===== config.mk =====
export PLATFORM = sky130hd
export DESIGN_NAME = pc_line_table_encoder_flat
export DESIGN_NICKNAME = d
export VERILOG_FILES = /design/src/sv/pclte_pkg.sv /design/src/sv/pclte_if.sv /design/src/sv/pclte_adv_unit.sv /design/src/sv/pc_line_table_encoder.sv /design/src/flat_wrapper.sv
export SDC_FILE = /design/constraint.sdc
export NUM_CORES = 1
export LEC_CHECK = 0
export BUFFER_PORTS_ARGS = -buffer_cell sky130_fd_sc_hd__buf_2
export CORE_ASPECT_RATIO = 0.6
export CORE_UTILIZATION = 35
export CTS_CLUSTER_SIZE = 30
export DETAILED_ROUTE_END_ITERATION = 6
export HOLD_SLACK_MARGIN = 0.08
export PLACE_DENSITY = 0.48
export SLEW_MARGIN = 5
export SYNTH_ARGS = -nofsm -noshare
export SYNTH_HDL_FRONTEND = slang
export SYNTH_SLANG_ARGS = --single-unit
export TNS_END_PERCENT = 50

===== constraint.sdc =====
create_clock -name clock -period 17.8 [get_ports clock]
set_input_delay 2.67 -clock clock [delete_from_list [all_inputs] [get_ports clock]]
set_output_delay 2.67 -clock clock [all_outputs]
set_load 0.01 [all_outputs]

===== src/sv/pclte_pkg.sv =====
// Package with the shared constants and types of the pc/line table encoder.
`timescale 1ns / 1ps
package pclte_pkg;

   localparam int MIN_INSTR_BYTES_DEF = 4;
   localparam int MAX_UNITS           = 7493;
   localparam int UNITS_PER_BYTE      = 127;
   localparam int ADV_BASE            = 128;
   localparam int PAD_BYTE            = 129;
   localparam int DOWN_BASE           = 64;
   localparam int LONG_MARK           = 0;
   localparam int RECIP_SHIFT         = 16;

   typedef struct packed {
      logic       big;
      logic [6:0] units;
   } adv_stat_type;

endpackage


===== src/sv/pclte_if.sv =====
// Handshake interfaces of the request and response channels.
`timescale 1ns / 1ps
interface pclte_req_if;
   logic        valid;
   logic        ready;
   logic        func;
   logic [31:0] pc;
   logic [30:0] line;
   logic        skip;

   modport source (output valid, func, pc, line, skip, input ready);
   modport sink (input valid, func, pc, line, skip, output ready);
endinterface

interface pclte_rsp_if;
   logic       valid;
   logic       ready;
   logic [7:0] out_byte;
   logic       last;
   logic       overflow;

   modport source (output valid, out_byte, last, overflow, input ready);
   modport sink (input valid, out_byte, last, overflow, output ready);
endinterface


===== src/sv/pclte_adv_unit.sv =====
// Shared subtract and divide unit that splits an address advance into table bytes.
`timescale 1ns / 1ps
module pclte_adv_unit
   import pclte_pkg::*;
#(
   parameter int MIN_INSTR_BYTES = MIN_INSTR_BYTES_DEF,
   parameter int REM_W = 16
) (
   input  logic             clock,
   input  logic             load,
   input  logic [REM_W-1:0] load_val,
   input  logic             step,
   output adv_stat_type     stat
);

   localparam int STEP_BYTES = UNITS_PER_BYTE * MIN_INSTR_BYTES;
   localparam int RECIP = ((1 << RECIP_SHIFT) + MIN_INSTR_BYTES - 1) / MIN_INSTR_BYTES;
   localparam int RECIP_W = RECIP_SHIFT + 1;
   localparam int PROD_W = REM_W + RECIP_W;

   logic [REM_W-1:0]   rem_ff;
   logic [REM_W-1:0]   rem_in;
   logic [PROD_W-1:0]  prod;

   always_comb begin
      rem_in = rem_ff;
      if (load) begin
         rem_in = load_val;
      end else if (step) begin
         rem_in = rem_ff - REM_W'(STEP_BYTES);
      end
   end

   always_ff @(posedge clock) begin
      rem_ff <= rem_in;
   end

   // The remainder is below one full byte of units here, so the scaled reciprocal is exact.
   assign prod = PROD_W'(rem_ff) * PROD_W'(RECIP);
   assign stat.big = (rem_ff >= REM_W'(STEP_BYTES));
   assign stat.units = prod[RECIP_SHIFT +: 7];

endmodule


===== src/sv/pc_line_table_encoder.sv =====
// Top level of the pc/line delta table encoder.
//
// Requests arrive on req_ch: either an instruction record (address, source line, skip
// mark) or an end-of-table item. Table bytes leave on rsp_ch, one byte per transfer,
// with last set on the final byte caused by a request. A record that is skipped or
// repeats the previous line causes no transfer. The csr port loads the text base,
// which becomes the starting address for the next advance.
// A request is taken only while the encoder is idle. An accepted record goes through
// setup, then emits its bytes in order: the advance bytes (up to 59, each taking
// 127 units off the shared subtractor; a final advance chunk that is empty emits
// nothing), then one or five line bytes. An advance above 7493 units gives one
// overflow-flagged byte.
// Reset clears the previous line, the table parity and the address reference.
// A single output register holds the pending byte; when the receiver stalls, the
// encoder waits and resumes as soon as that byte is taken.
`timescale 1ns / 1ps
module pc_line_table_encoder
   import pclte_pkg::*;
#(
   parameter int MIN_INSTR_BYTES = MIN_INSTR_BYTES_DEF
) (
   input  logic        clock,
   input  logic        reset,
   pclte_req_if.sink   req_ch,
   pclte_rsp_if.source rsp_ch,
   input  logic        csr_wr_en,
   input  logic [31:0] csr_wr_data
);

   localparam int LIMIT = (MAX_UNITS + 1) * MIN_INSTR_BYTES;
   localparam int REM_W = $clog2(LIMIT);

   localparam logic [2:0] ST_IDLE = 3'd0;
   localparam logic [2:0] ST_PAD  = 3'd1;
   localparam logic [2:0] ST_OVF  = 3'd2;
   localparam logic [2:0] ST_ADV  = 3'd3;
   localparam logic [2:0] ST_LINE = 3'd4;

   localparam logic [2:0] LAST_IDX = 3'd4;

   logic [2:0]  state_ff, state_in;
   logic [31:0] prev_pc_ff, prev_pc_in;
   logic [30:0] prev_line_ff, prev_line_in;
   logic        size_odd_ff, size_odd_in;
   logic [31:0] pc_ff, pc_in;
   logic [30:0] line_ff, line_in;
   logic [31:0] delta_ff, delta_in;
   logic        big_ff, big_in;
   logic [2:0]  idx_ff, idx_in;
   logic        rsp_valid_ff, rsp_valid_in;
   logic [7:0]  rsp_byte_ff, rsp_byte_in;
   logic        rsp_last_ff, rsp_last_in;
   logic        rsp_ovf_ff, rsp_ovf_in;

   logic              slot_free;
   logic              accept;
   logic              emit;
   logic [7:0]        emit_byte;
   logic              emit_last;
   logic              emit_ovf;
   logic              adv_load;
   logic              adv_step;
   logic [REM_W-1:0]  adv_load_val;
   adv_stat_type      adv_stat;
   logic              pc_ge;
   logic [31:0]       diff;
   logic [31:0]       delta;
   logic              delta_big;
   logic [7:0]        small_byte;
   logic [7:0]        line_byte;

   pclte_adv_unit #(
      .MIN_INSTR_BYTES (MIN_INSTR_BYTES),
      .REM_W           (REM_W)
   ) u_adv (
      .clock    (clock),
      .load     (adv_load),
      .load_val (adv_load_val),
      .step     (adv_step),
      .stat     (adv_stat)
   );

   assign slot_free = !rsp_valid_ff || rsp_ch.ready;
   assign req_ch.ready = (state_ff == ST_IDLE);
   assign accept = req_ch.valid && req_ch.ready;

   assign pc_ge = (req_ch.pc >= prev_pc_ff);
   assign diff = req_ch.pc - prev_pc_ff;
   assign adv_load_val = pc_ge ? diff[REM_W-1:0] : '0;
   assign delta = {1'b0, req_ch.line} - {1'b0, prev_line_ff};
   assign delta_big = ($signed(delta) > 32'sd64) || ($signed(delta) < -32'sd64);

   assign small_byte = delta_ff[31] ? (8'(DOWN_BASE) - delta_ff[7:0]) : delta_ff[7:0];

   always_comb begin
      case (idx_ff)
         3'd0:    line_byte = 8'(LONG_MARK);
         3'd1:    line_byte = delta_ff[31:24];
         3'd2:    line_byte = delta_ff[23:16];
         3'd3:    line_byte = delta_ff[15:8];
         default: line_byte = delta_ff[7:0];
      endcase
      if (!big_ff) begin
         line_byte = small_byte;
      end
   end

   always_comb begin
      state_in     = state_ff;
      prev_pc_in   = prev_pc_ff;
      prev_line_in = prev_line_ff;
      pc_in        = pc_ff;
      line_in      = line_ff;
      delta_in     = delta_ff;
      big_in       = big_ff;
      idx_in       = idx_ff;
      adv_load     = 1'b0;
      adv_step     = 1'b0;
      emit         = 1'b0;
      emit_byte    = 8'(PAD_BYTE);
      emit_last    = 1'b0;
      emit_ovf     = 1'b0;

      case (state_ff)
         ST_IDLE: begin
            if (accept) begin
               if (req_ch.func) begin
                  if (size_odd_ff) begin
                     state_in = ST_PAD;
                  end
               end else if (!req_ch.skip && req_ch.line != prev_line_ff) begin
                  if (pc_ge && diff >= 32'(LIMIT)) begin
                     state_in = ST_OVF;
                  end else begin
                     adv_load = 1'b1;
                     pc_in    = req_ch.pc;
                     line_in  = req_ch.line;
                     delta_in = delta;
                     big_in   = delta_big;
                     idx_in   = '0;
                     state_in = ST_ADV;
                  end
               end
            end
         end
         ST_PAD: begin
            if (slot_free) begin
               emit      = 1'b1;
               emit_byte = 8'(PAD_BYTE);
               emit_last = 1'b1;
               state_in  = ST_IDLE;
            end
         end
         ST_OVF: begin
            if (slot_free) begin
               emit      = 1'b1;
               emit_byte = 8'(LONG_MARK);
               emit_last = 1'b1;
               emit_ovf  = 1'b1;
               state_in  = ST_IDLE;
            end
         end
         ST_ADV: begin
            if (slot_free) begin
               if (adv_stat.big) begin
                  emit      = 1'b1;
                  emit_byte = 8'(ADV_BASE + UNITS_PER_BYTE);
                  adv_step  = 1'b1;
               end else begin
                  emit      = (adv_stat.units != '0);
                  emit_byte = 8'(ADV_BASE) + {1'b0, adv_stat.units};
                  state_in  = ST_LINE;
               end
            end
         end
         ST_LINE: begin
            if (slot_free) begin
               emit      = 1'b1;
               emit_byte = line_byte;
               emit_last = !big_ff || idx_ff == LAST_IDX;
               idx_in    = idx_ff + 3'd1;
               if (emit_last) begin
                  prev_line_in = line_ff;
                  prev_pc_in   = pc_ff + 32'(MIN_INSTR_BYTES);
                  state_in     = ST_IDLE;
               end
            end
         end
         default: begin
            state_in = ST_IDLE;
         end
      endcase

      if (csr_wr_en) begin
         prev_pc_in = csr_wr_data;
      end
   end

   always_comb begin
      size_odd_in  = size_odd_ff;
      rsp_valid_in = rsp_valid_ff;
      rsp_byte_in  = rsp_byte_ff;
      rsp_last_in  = rsp_last_ff;
      rsp_ovf_in   = rsp_ovf_ff;
      if (rsp_valid_ff && rsp_ch.ready) begin
         rsp_valid_in = 1'b0;
      end
      if (emit) begin
         rsp_valid_in = 1'b1;
         rsp_byte_in  = emit_byte;
         rsp_last_in  = emit_last;
         rsp_ovf_in   = emit_ovf;
         if (!emit_ovf) begin
            size_odd_in = !size_odd_ff;
         end
      end
   end

   always_ff @(posedge clock) begin
      if (reset) begin
         state_ff     <= ST_IDLE;
         prev_pc_ff   <= '0;
         prev_line_ff <= '0;
         size_odd_ff  <= 1'b0;
         rsp_valid_ff <= 1'b0;
      end else begin
         state_ff     <= state_in;
         prev_pc_ff   <= prev_pc_in;
         prev_line_ff <= prev_line_in;
         size_odd_ff  <= size_odd_in;
         rsp_valid_ff <= rsp_valid_in;
      end
   end

   always_ff @(posedge clock) begin
      pc_ff       <= pc_in;
      line_ff     <= line_in;
      delta_ff    <= delta_in;
      big_ff      <= big_in;
      idx_ff      <= idx_in;
      rsp_byte_ff <= rsp_byte_in;
      rsp_last_ff <= rsp_last_in;
      rsp_ovf_ff  <= rsp_ovf_in;
   end

   assign rsp_ch.valid    = rsp_valid_ff;
   assign rsp_ch.out_byte = rsp_byte_ff;
   assign rsp_ch.last     = rsp_last_ff;
   assign rsp_ch.overflow = rsp_ovf_ff;

endmodule

===== src/flat_wrapper.sv =====
// flat-port wrapper written by rule: the top's interface ports become plain ports
module pc_line_table_encoder_flat import pclte_pkg::*;
#(
   parameter int MIN_INSTR_BYTES = MIN_INSTR_BYTES_DEF
)
  (clock, reset, csr_wr_en, csr_wr_data, req_ch_valid, req_ch_func, req_ch_pc, req_ch_line, req_ch_skip, req_ch_ready, rsp_ch_valid, rsp_ch_out_byte, rsp_ch_last, rsp_ch_overflow, rsp_ch_ready);
  pclte_req_if req_ch_i ();
  pclte_rsp_if rsp_ch_i ();
  input  logic clock;
  input  logic reset;
  input  logic csr_wr_en;
  input  logic [31:0] csr_wr_data;
  input wire logic [$bits(req_ch_i.valid)-1:0] req_ch_valid;
  input wire logic [$bits(req_ch_i.func)-1:0] req_ch_func;
  input wire logic [$bits(req_ch_i.pc)-1:0] req_ch_pc;
  input wire logic [$bits(req_ch_i.line)-1:0] req_ch_line;
  input wire logic [$bits(req_ch_i.skip)-1:0] req_ch_skip;
  output wire logic [$bits(req_ch_i.ready)-1:0] req_ch_ready;
  output wire logic [$bits(rsp_ch_i.valid)-1:0] rsp_ch_valid;
  output wire logic [$bits(rsp_ch_i.out_byte)-1:0] rsp_ch_out_byte;
  output wire logic [$bits(rsp_ch_i.last)-1:0] rsp_ch_last;
  output wire logic [$bits(rsp_ch_i.overflow)-1:0] rsp_ch_overflow;
  input wire logic [$bits(rsp_ch_i.ready)-1:0] rsp_ch_ready;
  assign req_ch_i.valid = req_ch_valid;
  assign req_ch_i.func = req_ch_func;
  assign req_ch_i.pc = req_ch_pc;
  assign req_ch_i.line = req_ch_line;
  assign req_ch_i.skip = req_ch_skip;
  assign req_ch_ready = req_ch_i.ready;
  assign rsp_ch_valid = rsp_ch_i.valid;
  assign rsp_ch_out_byte = rsp_ch_i.out_byte;
  assign rsp_ch_last = rsp_ch_i.last;
  assign rsp_ch_overflow = rsp_ch_i.overflow;
  assign rsp_ch_i.ready = rsp_ch_ready;
  pc_line_table_encoder #(.MIN_INSTR_BYTES(MIN_INSTR_BYTES)) u_core (.clock(clock), .reset(reset), .req_ch(req_ch_i), .rsp_ch(rsp_ch_i), .csr_wr_en(csr_wr_en), .csr_wr_data(csr_wr_data));
endmodule

; ---- Yosys cells after proc, flatten, opt, wreduce, memory -nomap -nowiden
; Index checks and enable logic that the tools add are counted.
; W data, S select, Z words.
[totals]
wordCells = 126
register_bits = 192
inputBits = 102
output_inout_bits = 12
[op_classes]
n_lt_le_gt_ge = 5
add_sub_neg = 7
n_mux = 49
bitwise = 3
reduce_logical = 28
eq_ne = 20
[ops]
columns = operator, n
row1 = $mux W32, 4
row2 = $mux W8, 6
row3 = $mux W15, 3
row4 = $mux W3, 14
row5 = $add A32 B3 Y32 const B, 1
row6 = $ge A32 B15 Y1 const B, 1
row7 = $ge A32 B32 Y1, 1
row8 = $gt A32 B8 Y1 const B, 1
row9 = $lt A32 B7 Y1 const B, 1
row10 = $pmux W8 S4, 1
row11 = $sub A31 B31 Y32, 1
row12 = $sub A32 B32 Y32, 1
row13 = $ne A31 B31 Y1, 1
row14 = $pmux W8 S3, 1
row15 = $mux W1, 16
row16 = $ge A15 B9 Y1 const B, 1
row17 = $sub A15 B9 Y15 const B, 1
row18 = $eq A3 B2 Y1 const B, 4
row19 = $pmux W3 S4, 1
row20 = $reduce_bool A2 Y1, 6
row21 = $ne A2 B2 Y1 const B, 5
row22 = $add A8 B7 Y8 const A, 1
row23 = $ne A2 B1 Y1 const B, 4
row24 = $reduce_and A8 Y1, 1
row25 = other kinds (19), 35

; ---- Longest topological paths before layout
[logic_depth]
depth_word = 9
mapped_depth = 16
depth_no_buf = 14

; ---- Modules after synthesis
; A second synthesis with hierarchy kept.
[hier_totals]
hier_cells = 1471
area_unflattened_um2 = 12738.5
[by_module_without_submodules]
columns = mod, area_per_inst_um2, seq_area_each_um2, cells_per_inst, n_inst
row1 = pc_line_table_encoder, 11705.0, 4634.4, 1364, 1
row2 = pclte_adv_unit, 1033.5, 450.4, 107, 1

; ---- Worst setup path after synthesis
; Ideal clock, no wire load.
[synth_path]
path_kind = input port to flip-flop
startpoint = input req_ch_pc[0]
endpoint = register u_core.big_ff (enable)
required_ps = 17218
setup_time_ps = 582
setup_slack_ps = 7126
path_stages = 13
path_buffers = 0
arrival_time_ps = 10092
path_cell_list = inv_1 > ha_1 > fa_1 > nand2b_1 > a211oi_1 > nor2b_1 > o21ai_1 > a211oi_1 > o41ai_1 > xnor2_1 > o2111ai_1 > or4_4 > a21oi_1
[synth_via]
elab_chain_len = 5
word_cells_on_any_way = 6
classes_between = add/sub: 1 / order compare: 2 / bitwise: 1 / reduce/logical: 2
[synth_rtl]
columns = item, line_no
row1 = from (decl), flat_wrapper.sv:15  ; input wire logic [$bits(req_ch_i.pc)-1:0] req_ch_pc;
row2 = $sub A32 B32 Y32, pc_line_table_encoder.sv:88  ; assign diff = req_ch.pc - prev_pc_ff;
row3 = $ge A32 B15 Y1, pc_line_table_encoder.sv:132  ; if (pc_ge && diff >= 32'(LIMIT)) begin
row4 = $logic_and A1 B1 Y1 (*), pc_line_table_encoder.sv:132
row5 = $not A1 Y1 (no line) (*), n/a
row6 = $reduce_and A5 Y1 (no line) (*), n/a
row7 = to (signal assigned), pc_line_table_encoder.sv:239  ; big_ff <= big_in;
row8 = to (decl), pc_line_table_encoder.sv:48  ; logic big_ff, big_in;
; Mark *: on every way between the ends. The rest lies on a longest branch, timed or not.
; A chain may end at the register's enable or synchronous reset.

; ---- Final worst setup path
[layout_path]
startpoint = input req_ch_pc[0]
endpoint = register u_core.line_ff[8] (enable)
[layout_via]
elab_chain_len = 5
word_cells_on_any_way = 6
classes_between = add/sub: 1 / order compare: 2 / bitwise: 1 / reduce/logical: 2
[layout_rtl]
columns = item, line_no
row1 = $sub A32 B32 Y32, pc_line_table_encoder.sv:88
row2 = $ge A32 B15 Y1, pc_line_table_encoder.sv:132
row3 = $logic_and A1 B1 Y1 (*), pc_line_table_encoder.sv:132
row4 = $not A1 Y1 (no line) (*), n/a
row5 = $reduce_and A5 Y1 (no line) (*), n/a
row6 = to (signal assigned), pc_line_table_encoder.sv:237  ; line_ff <= line_in;
row7 = to (decl), pc_line_table_encoder.sv:46  ; logic [30:0] line_ff, line_in;
; Marks and branches as above.

==> flow_summary.toml <==
[status]
outcome = "complete, no violations"

[clock_network]
tritoncts = "built"
numCtsBuffers = 17
htreeDepth = 4
insertion_delay_ns = 0.46
ctsResizeCount = 0
post-cts-setup-buffers = 0
clk_pin_slew_ns = 0.07
ctsHoldBuffers = 0
cts.sinks = 192
root_buffer = "clkbuf_16"
cts_buffer_depth = 2

[timing]
fin_setup_tns_ns = 0
rsz0062_at_grt = "no"
setup_viol = 0
fmax_ghz = 0.126
layout_setup_ws_ns = 9.89
min_period_ns = 7.91
slew_viol_final = 0
clock_skew_ns = 0.0113
worstMarginPinSlew_ns = 1.03
hold_viol = 0
holdWs_ns = 0.454
maxSlewHeadroom_pct = 31.2
fin_crit_sh_pct = 44.5

[placed_design]
numPortBuffers = 113
gp_congestion = 0.928
pre_cts_ws_ns = 9.40
dp_hpwl_mm = 27.9
dp.cells = 1883

[final_layout]
fin_nets = 1619
mostFrequentLayoutCells = "nand2_1 (148), a21oi_1 (145), nor2_1 (135), edfxtp_1 (124), buf_2 (113)"
fin_cells = 1915
syn_to_final_growth_pct = 12.1
drive_gt1_share_pct = 12.0
diodes = 0
fin_util_pct = 40.2
layout_commonest_cell = "nand2_1"

[synthesis]
yosys.area_share.simple_pct = 17.9
synthCells = 1368
avgSynthCellArea_um2 = 8.90
synth_xor_area_share_pct = 6.26
synth-seq-cells = 192
yosysUniqueCellTypes = 79
synth-compound-area-share_pct = 20.4
synth_edf_count = 124
synth_top_family_by_area = "compound AO/OA/AOI/OAI gates"
synth.yosys.seq_area_share_pct = 41.8
synthAdderAreaFrac_pct = 7.73
synth_warnings = 0
syn_area_um2 = 12200
synth_mux_area_share_pct = 0.503
ys.flop_type = "edfxtp_1"
async_flop_share_pct = 0
syn-num-nets = 1544

[die]
ios = 114
die_y_um = 146
core_area_um2 = 34000
dieArea_um2 = 35600
initial_core_util_pct = 35.9
die_x_um = 243
rows = 52

[route]
met3WireLength_mm = 2.51
wire_per_inst_um = 19.1
finalWirelength_mm = 36.6
vias = 10359
vias_per_cell = 5.41
drc = 0
drt_iter0_drc = 870
top_layer = "met4"
antenna_left = 0
wl_met2_mm = 13.3
drt_pass1_iterations = 7
met1_length_mm = 20.5

[setup_path]
cp_data_required_time_ns = 17.88
cp-start-kind = "primary input"
crit_fanout = 70
cp_data_arrival_time_ns = 8.00
worst_setup_path_end_kind = "register"
critPathKind = "primary input to register"

[global_routing]
grt_use_total_pct = 20.9
grt-ovfl-total = 0
antenna_found_initial = 0
grt_pass1_vias = 9659
grt_first_pass_wirelength_mm = 57.1
grt_max_degree = 71

[pwr]
leakage_nw = 4.80
pwr_density_cell_nw_per_um2 = 82.3
irDropWorstVdd_v = 0.0000736

[hold_path]
hold_class = "register to register"

[flow_run]
cap_violations = 0
logic make-up (layout without fill, tap and decap cells):
kind of cell | Yosys count | count (layout)
mux | 6 | 6
compound gates | 383 | 383
buf+inv | 162 | 250
flops | 192 | 192
xor+xnor | 87 | 87
fa+ha+maj | 74 | 74
simple gates | 464 | 464
stage by stage:
stage          power, mW  instance area [um2]
6_report            1.12                13700
3_5_place_dp       0.751                13100
3_3_place_gp       0.752                13100
4_1_cts             1.13                13700
5_1_grt             1.18                13700
2_1_floorplan      0.676                12200
Yosys cell counts (4+ instances only):
cell       count  share of area, %
mux2i_1        5              0.41
a21boi_0       4              0.25
nor4_1        12              0.62
and3_1        10              0.51
and4_1         5              0.36
o21a_1         8              0.49
o21bai_1      12              0.74
nor3b_1        6              0.37
o22ai_1        9              0.46
or2_2          4              0.21
o21ai_1        6              0.25
nand2b_1      11              0.57
buf_2          6              0.25
or4_1          7              0.43
nor2b_1       13              0.67
o21ai_0       54               2.2
dfxtp_1       68                11
a222oi_1       7              0.58
nand3_1       41               1.7
a311oi_1       4              0.29
xor2_1        46               3.3
o31ai_1        8              0.49
nor2_1       135               4.2
xnor2_1       41               2.9
a21oi_1      146               6.0
a31oi_1       10              0.51
o211ai_1      10              0.62
o2111ai_1      6              0.43
inv_1         97               3.0
nand2_1      148               4.6
edfxtp_1     124                31
a211oi_1      42               2.6
o22ai_2        4              0.41
nor3_1        18              0.74
a21o_1        15              0.92
a221oi_1       5              0.36
clkbuf_1      52               1.6
nand4_1       25               1.3
or3_1         12              0.62
and2_1         5              0.26
ha_1          72               7.4
registers in the layout, summed over array words and instances (netlist names), 8 cells and up:
| name | flops |
|---|---|
| u_core.line_ff | 31 |
| u_core.delta_ff | 32 |
| u_core.pc_ff | 32 |
| u_core.prev_pc_ff | 32 |
| u_core.prev_line_ff | 31 |
| u_core.u_adv.rem_ff | 15 |
| u_core.rsp_ch.out_byte | 8 |
critical path, stage by stage:
cell,delay [ns]
buf_2,0.09
inv_1,0.03
ha_1,0.21
fa_1,0.42
nand2b_1,0.19
a211oi_1,0.46
nor2b_1,0.20
o21ai_1,0.41
a211oi_1,0.17
o41ai_1,0.46
xnor2_1,0.17
o2111ai_1,0.14
or4_4,0.61
a21oi_4,0.83
buf_4,0.85
path summary, 6_finish.rpt:
kind	start	endpoint	slack [ns]	cells past startpoint
worst min register to register	u_core.prev_line_ff[8]	u_core.prev_line_ff[8]	0.45	2
worst min-delay path	u_core.prev_line_ff[8]	u_core.prev_line_ff[8]	0.45	2
worst max-delay path	req_ch_pc[0]	u_core.line_ff[8]	9.89	15
worst max register to register	u_core.prev_pc_ff[0]	u_core.line_ff[8]	11.89	13
power by group:
group          internal (mW)  total (mW)  switching, mW
Combinational         0.0836       0.233          0.149
Clock                  0.193       0.377          0.184
Sequential             0.500       0.514         0.0138
Total                  0.776        1.12          0.347
layout make-up:
type,count,area [um2]
inverter,97,364
clock inverter,13,115
multi-input combinational,1014,6450
timing repair buffer,121,626
tap,459,574
fill,3512,20300
sequential,192,5080
clock buffer,19,433
routing by layer:
metal | global-route usage, % | vias to the layer above
li1 | - | 5140
met1 | 34.7 | 4878
met2 | 25.9 | 315
met3 | 5.13 | 26
met4 | 4.12 | 0
met5 | 0 | -
No activity file was read; power rests on OpenSTA's default activity.
